## config.mk

```make
export PLATFORM = sky130hd
export DESIGN_NAME = rc4_stream_cipher_unit
export DESIGN_NICKNAME = d
export VERILOG_FILES = /design/src/rtl/rc4s_pkg.sv /design/src/rtl/rc4_stream_cipher_unit.sv /design/src/rtl/rc4s_engine.sv
export SDC_FILE = /design/constraint.sdc
export NUM_CORES = 2
export LEC_CHECK = 0
export BUFFER_PORTS_ARGS = -buffer_cell sky130_fd_sc_hd__buf_4
export CAP_MARGIN = 20
export CORE_MARGIN = 2
export CORE_UTILIZATION = 40
export DETAILED_ROUTE_END_ITERATION = 16
export PLACE_DENSITY = 0.59
export SYNTH_ARGS = -nofsm -noshare
export SYNTH_HDL_FRONTEND = slang
export SYNTH_HIERARCHICAL = 1
export SYNTH_SLANG_ARGS = --single-unit
export TNS_END_PERCENT = 20
```

## constraint.sdc

```tcl
create_clock -name clk_i -period 5.7 [get_ports clk_i]
set_input_delay 0.57 -clock clk_i [delete_from_list [all_inputs] [get_ports clk_i]]
set_output_delay 0.57 -clock clk_i [all_outputs]
set_load 0.01 [all_outputs]
```

## src/rtl/rc4s_pkg.sv

```systemverilog
// Shared types and constants for the RC4 stream cipher unit.
`default_nettype none

package rc4s_pkg;

  localparam int unsigned SboxW           = 8;
  localparam int unsigned SboxDepth       = 1 << SboxW;
  localparam int unsigned KeyBytesDefault = 256;

  typedef enum logic [1:0] {
    CmdAppend   = 2'd0,
    CmdSchedule = 2'd1,
    CmdCrypt    = 2'd2,
    CmdNop      = 2'd3
  } cmd_e;

  typedef enum logic [1:0] {
    StOk      = 2'd0,
    StFull    = 2'd1,
    StEmpty   = 2'd2,
    StUnkeyed = 2'd3
  } status_e;

  typedef struct packed {
    cmd_e       cmd;
    logic [7:0] value;
  } req_t;

  typedef struct packed {
    logic       valid;
    logic [7:0] result;
    status_e    status;
  } rsp_t;

endpackage

`default_nettype wire

```

## src/rtl/rc4_stream_cipher_unit.sv

```systemverilog
// Top level of the RC4 stream cipher unit: stream ports and result buffering.
//
//   channel   dir  tdata                 tuser
//   s_axis    in   [7:0] value           [1:0] command
//   m_axis    out  [7:0] result_byte     [1:0] status
//
// Append, no-op and rejected commands complete when accepted. Crypt steps:
// read S[i], read S[j], write S[i] with read S[t], write S[j].
// Schedule: an accept step, a fill of all 256 entries and 256 key steps,
// bound by the single read and write port of the permutation memory.
// Reset clears counters, indices and the keyed flag; memories are not cleared.
// A result waits in a two-entry buffer; input stalls while the engine is busy
// and while both entries are full.
`default_nettype none

module rc4_stream_cipher_unit #(
  parameter int unsigned KEY_BYTES = rc4s_pkg::KeyBytesDefault
) (
  input  logic       clk_i,
  input  logic       rst_ni,
  input  logic       s_axis_tvalid_i,
  output logic       s_axis_tready_o,
  input  logic [7:0] s_axis_tdata_i,   // [7:0] value
  input  logic [1:0] s_axis_tuser_i,   // [1:0] command
  output logic       m_axis_tvalid_o,
  input  logic       m_axis_tready_i,
  output logic [7:0] m_axis_tdata_o,   // [7:0] result_byte
  output logic [1:0] m_axis_tuser_o    // [1:0] status
);
  import rc4s_pkg::*;

  logic       eng_idle;
  req_t       req;
  rsp_t       rsp;
  logic       req_valid;
  logic       out_free;

  logic       out_v_q;
  logic [7:0] out_data_q;
  status_e    out_stat_q;
  logic       skid_v_q;
  logic [7:0] skid_data_q;
  status_e    skid_stat_q;

  assign s_axis_tready_o = eng_idle && !skid_v_q;
  assign req_valid       = s_axis_tvalid_i && s_axis_tready_o;
  assign req.cmd         = cmd_e'(s_axis_tuser_i);
  assign req.value       = s_axis_tdata_i;
  assign out_free        = !out_v_q || m_axis_tready_i;

  assign m_axis_tvalid_o = out_v_q;
  assign m_axis_tdata_o  = out_data_q;
  assign m_axis_tuser_o  = out_stat_q;

  rc4s_engine #(
    .KEY_BYTES (KEY_BYTES)
  ) u_engine (
    .clk_i       (clk_i),
    .rst_ni      (rst_ni),
    .req_valid_i (req_valid),
    .req_i       (req),
    .idle_o      (eng_idle),
    .rsp_o       (rsp)
  );

  always_ff @(posedge clk_i or negedge rst_ni) begin
    if (!rst_ni) begin
      out_v_q  <= 1'b0;
      skid_v_q <= 1'b0;
    end else if (out_free) begin
      if (skid_v_q) begin
        out_v_q  <= 1'b1;
        skid_v_q <= rsp.valid;
      end else begin
        out_v_q <= rsp.valid;
      end
    end else if (rsp.valid) begin
      skid_v_q <= 1'b1;
    end
  end

  always_ff @(posedge clk_i) begin
    if (out_free) begin
      if (skid_v_q) begin
        out_data_q <= skid_data_q;
        out_stat_q <= skid_stat_q;
        if (rsp.valid) begin
          skid_data_q <= rsp.result;
          skid_stat_q <= rsp.status;
        end
      end else if (rsp.valid) begin
        out_data_q <= rsp.result;
        out_stat_q <= rsp.status;
      end
    end else if (rsp.valid) begin
      skid_data_q <= rsp.result;
      skid_stat_q <= rsp.status;
    end
  end

endmodule

`default_nettype wire

```

## src/rtl/rc4s_engine.sv

```systemverilog
// RC4 engine: key store, permutation memory and the schedule/keystream sequencer.
`default_nettype none

module rc4s_engine #(
  parameter int unsigned KEY_BYTES = rc4s_pkg::KeyBytesDefault
) (
  input  logic            clk_i,
  input  logic            rst_ni,
  input  logic            req_valid_i,
  input  rc4s_pkg::req_t  req_i,
  output logic            idle_o,
  output rc4s_pkg::rsp_t  rsp_o
);
  import rc4s_pkg::*;

  localparam int unsigned CntW  = $clog2(KEY_BYTES + 1);
  localparam int unsigned KIdxW = (KEY_BYTES > 1) ? $clog2(KEY_BYTES) : 1;

  typedef enum logic [3:0] {
    Idle,
    Fill,
    KsRead,
    KsSum,
    KsWrN,
    KsWrAcc,
    PrJ,
    PrWrI,
    PrWrJ
  } state_e;

  state_e            state_q;
  logic [CntW-1:0]   key_cnt_q;
  logic [KIdxW-1:0]  kidx_q;
  logic [SboxW-1:0]  n_q;
  logic [SboxW-1:0]  acc_q;
  logic [SboxW-1:0]  i_q;
  logic [SboxW-1:0]  j_q;
  logic              keyed_q;

  logic [7:0]        val_q;
  logic [7:0]        si_q;
  logic [7:0]        sj_q;
  logic [SboxW-1:0]  t_q;

  // permutation memory: one write port, one registered read port
  logic [7:0]        s_mem [SboxDepth];
  logic              s_we;
  logic [SboxW-1:0]  s_waddr;
  logic [7:0]        s_wdata;
  logic [SboxW-1:0]  s_raddr;
  logic [7:0]        s_rdata_q;

  logic [7:0]        k_mem [KEY_BYTES];
  logic              k_we;
  logic [KIdxW-1:0]  k_raddr;
  logic [7:0]        k_rdata_q;

  logic              key_full;
  logic              kidx_last;
  logic [SboxW-1:0]  ks_sum;
  logic [SboxW-1:0]  pr_j;
  logic [SboxW-1:0]  pr_t;
  logic [7:0]        ks_byte;
  logic              start;

  assign start     = (state_q == Idle) && req_valid_i;
  assign key_full  = key_cnt_q >= CntW'(KEY_BYTES);
  assign kidx_last = (CntW'(kidx_q) + CntW'(1)) == key_cnt_q;
  assign ks_sum    = acc_q + s_rdata_q + k_rdata_q;
  assign pr_j      = j_q + s_rdata_q;
  assign pr_t      = si_q + s_rdata_q;
  assign idle_o    = (state_q == Idle);

  // the read of S[t] overlaps the swap writes; forward the swapped values
  always_comb begin
    if (t_q == i_q) begin
      ks_byte = sj_q;
    end else if (t_q == j_q) begin
      ks_byte = si_q;
    end else begin
      ks_byte = s_rdata_q;
    end
  end

  always_comb begin
    s_we    = 1'b0;
    s_waddr = n_q;
    s_wdata = n_q;
    s_raddr = n_q;
    k_we    = 1'b0;
    k_raddr = kidx_q;
    rsp_o   = '{valid: 1'b0, result: 8'd0, status: StOk};
    case (state_q)
      Idle: begin
        if (req_valid_i) begin
          case (req_i.cmd)
            CmdAppend: begin
              rsp_o.valid  = 1'b1;
              rsp_o.status = key_full ? StFull : StOk;
              k_we         = !key_full;
            end
            CmdSchedule: begin
              if (key_cnt_q == '0) begin
                rsp_o.valid  = 1'b1;
                rsp_o.status = StEmpty;
              end
            end
            CmdCrypt: begin
              s_raddr = i_q + SboxW'(1);
              if (!keyed_q) begin
                rsp_o.valid  = 1'b1;
                rsp_o.status = StUnkeyed;
              end
            end
            default: begin
              rsp_o.valid = 1'b1;
            end
          endcase
        end
      end
      Fill: begin
        s_we = 1'b1;
      end
      KsSum: begin
        s_raddr = ks_sum;
      end
      KsWrN: begin
        s_we    = 1'b1;
        s_wdata = s_rdata_q;
      end
      KsWrAcc: begin
        s_we    = 1'b1;
        s_waddr = acc_q;
        s_wdata = si_q;
        if (n_q == '1) begin
          rsp_o.valid = 1'b1;
        end
      end
      PrJ: begin
        s_raddr = pr_j;
      end
      PrWrI: begin
        s_we    = 1'b1;
        s_waddr = i_q;
        s_wdata = s_rdata_q;
        s_raddr = pr_t;
      end
      PrWrJ: begin
        s_we         = 1'b1;
        s_waddr      = j_q;
        s_wdata      = si_q;
        rsp_o.valid  = 1'b1;
        rsp_o.result = val_q ^ ks_byte;
      end
      default: begin
      end
    endcase
  end

  always_ff @(posedge clk_i) begin
    if (s_we) begin
      s_mem[s_waddr] <= s_wdata;
    end
    s_rdata_q <= s_mem[s_raddr];
  end

  always_ff @(posedge clk_i) begin
    if (k_we) begin
      k_mem[key_cnt_q[KIdxW-1:0]] <= req_i.value;
    end
    k_rdata_q <= k_mem[k_raddr];
  end

  always_ff @(posedge clk_i or negedge rst_ni) begin
    if (!rst_ni) begin
      state_q   <= Idle;
      key_cnt_q <= '0;
      kidx_q    <= '0;
      n_q       <= '0;
      acc_q     <= '0;
      i_q       <= '0;
      j_q       <= '0;
      keyed_q   <= 1'b0;
    end else begin
      case (state_q)
        Idle: begin
          if (start) begin
            case (req_i.cmd)
              CmdAppend: begin
                if (!key_full) begin
                  key_cnt_q <= key_cnt_q + CntW'(1);
                end
              end
              CmdSchedule: begin
                if (key_cnt_q != '0) begin
                  n_q     <= '0;
                  state_q <= Fill;
                end
              end
              CmdCrypt: begin
                if (keyed_q) begin
                  i_q     <= i_q + SboxW'(1);
                  state_q <= PrJ;
                end
              end
              default: begin
              end
            endcase
          end
        end
        Fill: begin
          n_q <= n_q + SboxW'(1);
          if (n_q == '1) begin
            kidx_q  <= '0;
            acc_q   <= '0;
            state_q <= KsRead;
          end
        end
        KsRead: begin
          state_q <= KsSum;
        end
        KsSum: begin
          acc_q   <= ks_sum;
          state_q <= KsWrN;
        end
        KsWrN: begin
          state_q <= KsWrAcc;
        end
        KsWrAcc: begin
          kidx_q <= kidx_last ? '0 : kidx_q + KIdxW'(1);
          n_q    <= n_q + SboxW'(1);
          if (n_q == '1) begin
            i_q     <= '0;
            j_q     <= '0;
            keyed_q <= 1'b1;
            state_q <= Idle;
          end else begin
            state_q <= KsRead;
          end
        end
        PrJ: begin
          j_q     <= pr_j;
          state_q <= PrWrI;
        end
        PrWrI: begin
          state_q <= PrWrJ;
        end
        PrWrJ: begin
          state_q <= Idle;
        end
        default: begin
          state_q <= Idle;
        end
      endcase
    end
  end

  // datapath holding registers
  always_ff @(posedge clk_i) begin
    if (start) begin
      val_q <= req_i.value;
    end
    if (state_q == KsSum || state_q == PrJ) begin
      si_q <= s_rdata_q;
    end
    if (state_q == PrWrI) begin
      sj_q <= s_rdata_q;
      t_q  <= pr_t;
    end
  end

endmodule

`default_nettype wire
```

==> out/metrics.cfg <==
[run_status]
status = completed

[die]
ios = 26
initial_core_util_pct = 40.2
fp-row-count = 238
die_y_microns = 654
dieArea_sq_um = 428000
chipWidth_microns = 654
core_area_sq_um = 420000

[final_layout]
fill_cells = 36300
syn_to_final_growth_pct = 14.4
final_core_util_pct = 46.0
drive_above_1_share_pct = 15.9
nets = 11500
final_cells = 17500

[yosys]
synth_cell_types = 93
synth_top_area_share_pct = 73.7
yosys-top-cells-count = edfxtp_1 (4148), nand2_1 (1977), nand3_1 (835)
synthTopCellsByArea = edfxtp_1 (74%), mux4_2 (4.4%), nand2_1 (4.4%), mux2i_1 (3.1%), nand3_1 (2.5%)
synth_top_cell_by_area = edfxtp_1
netlist_instances = 11000
syn_area_sq_um = 169000
synth.avg_cell_area_sq_um = 15.3
ys_seq_area_share_pct = 74.7
synthesis.nets = 11100
yosys_warnings = 6
synthArstFlopShare_pct = 1.33
yosys.cell_count.top_type = edfxtp_1
synth_edf_count = 4148
ys_ff_latch = 4220
synth_ff_type = edfxtp_1

[timing]
maxSlewHeadroom_pct = 11.6
fin_hold_ws_ps = 61.7
setup_viol = 0
skew_ps = 43.2
final_max_slew_viol_count = 0
fin_crit_sh_pct = 100
final-hold-violation-count = 0
layout_min_cycle_time_ps = 5700
rsz0062_at_grt = no
fmax_ghz = 0.176
setup-tns-final_ps = 0
tightest_slew_ps = 1330

[cts]
cts_buffer_depth = 4
cts_max_level = 5
cts_tree = yes
path_clk_slew_ps = 60
clock_sinks = 4220
numCtsBuffers = 423
cts-root-buf = clkbuf_16
clock_latency_ps = 990

[pwr]
sequentialPowerShare_pct = 35.5
p_sw_mw = 41.5
vdd_drop_max_v = 0.000977
p_total_mw = 107
power_density_nw_per_um2 = 550
clockPowerShare_pct = 25.5
p_leak_nw = 64.8
switching_share_pct = 38.9
power.internal_mw = 65.1
combPwrFrac_pct = 39.0

[setup_path]
critPathArrivalTime_ps = 6510
r2r_slack_ps = 3
crit_path_start_kind = register
critPathMaxFanout = 33
critical_path_class = register to register
required_ps = 6520
end_kind = register

[drt]
wirelength_mm = 506
drc_errors = 0
first_iter_violations = 14000
firstDrtPassIters = 8
wl_per_cell_microns = 28.9
antenna_left = 0
vias = 102000
viasPerCell = 5.83

[placed_design]
dpl.hpwl_mm = 312
post-place-cells = 16700
io_buffers = 25
gp_congestion = 0.918

[global_routing]
grt_pass1_wl_mm = 721
grt_max_degree = 197
track_usage_pct = 23.1
antenna_found_initial = 20
grt_pass1_vias = 98800
overflow = 0

[flow_run]
drv_cap = 0

[hold_path]
hold_path.class = input pin to register

==> layout by cell type, fill, tap and decap left out, types with 83 or more instances in the layout <==
| cell | count |
|---|---|
| mux4_2 | 334 |
| nand3_1 | 832 |
| a31oi_1 | 99 |
| clkinv_1 | 103 |
| nand2_1 | 1969 |
| a21oi_1 | 322 |
| o22ai_1 | 142 |
| buf_12 | 84 |
| clkbuf_16 | 430 |
| mux2i_1 | 528 |
| nor2_1 | 589 |
| edfxtp_1 | 4148 |
| o21ai_0 | 181 |
| and3_1 | 88 |
| clkinv_2 | 83 |
| clkbuf_1 | 86 |
| nand4_1 | 85 |
| mux2_2 | 134 |
| buf_4 | 645 |
| o221ai_1 | 124 |
==> power groups by stage <==
stage	clock network, mW	logic [mW]	registers [mW]
detailed placement	0	40.8	38.4
global route	28.7	43.2	37.8
global placement	0	40.5	38.4
finish	27.2	41.6	37.8
floorplan	0	22.4	38.5
CTS	27.5	40.9	37.8
==> metal layers <==
metal  global-route usage, %  part of all wire, %  vias to the layer above  wire, microns
met5                       0                0.026                        -            129
met4                    9.69                  4.8                       20          24100
met3                    3.69                  8.8                     1011          44300
met2                    36.8                   47                     5209         238000
met1                    31.4                   39                    52400         199000
li1                        -                    -                    43300              -
==> cell type report <==
class,count,area (sq um),area share (%)
Inverter,39,206,0.107
Tap cell,5640,7060,3.65
Sequential cell,4220,126000,65.3
Multi-Input combinational cell,6062,39900,20.6
Clock buffer,521,11200,5.76
Antenna cell,6,15.0,0.00776
Timing Repair Buffer,745,6720,3.47
Clock inverter,252,2220,1.15
==> sequential cells by signal, summed over array words and instances (netlist names), 2 cells and up <==
signal and count:
u_engine/k_rdata_q 8, skid_stat_q 2, u_engine/t_q 8, m_axis_tuser_o 2
skid_data_q 8, u_engine/j_q 8, u_engine/k_mem 2048, u_engine/acc_q 8
u_engine/s_rdata_q 8, u_engine/sj_q 8, u_engine/si_q 8, u_engine/i_q 8
u_engine/k_raddr 8, m_axis_tdata_o 8, u_engine/n_q 8, u_engine/key_cnt_q 9
u_engine/state_q 4, u_engine/s_mem 2048, u_engine/val_q 8
==> metrics by stage <==
step           area [sq um]  setup slack (ps)
2_1_floorplan        169000               230
3_3_place_gp         180000              -891
3_5_place_dp         180000              -521
4_1_cts              193000              71.0
5_1_grt              194000              20.4
6_report             194000              2.67
==> worst max-delay path, cell delays in order, from the launching register on <==
cell	delay, ps
dfxtp_2	640
ha_1	350
inv_1	120
fa_1	440
xor2_1	300
a2bb2oi_1	260
and4_1	470
nor2_4	110
buf_12	210
nor2_4	480
buf_4	440
nand3_1	230
a31oi_2	530
nor3_1	90
a22o_1	220
a211oi_1	540
==> repair_timing <==
action,4_1_cts,5_1_grt
hold buffers,3,0
pin swaps,0,1
hold endpoints to repair,62,0
endpoints found under the setup margin,8,3
resized for setup,5,0
setup buffers,0,3
==> cells by family after synthesis <==
kind of cell | count (synthesis) | share of synthesized area (%)
AO/OA/AOI/OAI | 1224 | 4.80
XOR/XNOR | 65 | 0.337
adder cells (fa/ha/maj) | 42 | 0.354
buffers and inverters | 740 | 1.90
flip-flops | 4220 | 74.7
multiplexers | 998 | 8.48
AND/OR/NAND/NOR | 3733 | 9.46
==> final timing paths <==
| kind | from | to | cells past startpoint |
|---|---|---|---|
| setup / recovery | u_engine/s_rdata_q[0] | u_engine/s_rdata_q[1] | 15 |
| hold / removal | s_axis_tdata_i[4] | u_engine/k_mem[114][4] | 1 |
| setup reg to reg | u_engine/s_rdata_q[0] | u_engine/s_rdata_q[1] | 15 |
| hold reg to reg | u_engine/acc_q[1] | u_engine/acc_q[1] | 1 |
| max in group asynchronous | rst_ni | u_engine/k_raddr[3] | 2 |
| min in group asynchronous | rst_ni | u_engine/acc_q[1] | 2 |
No activity file was read; power rests on OpenSTA's default activity.
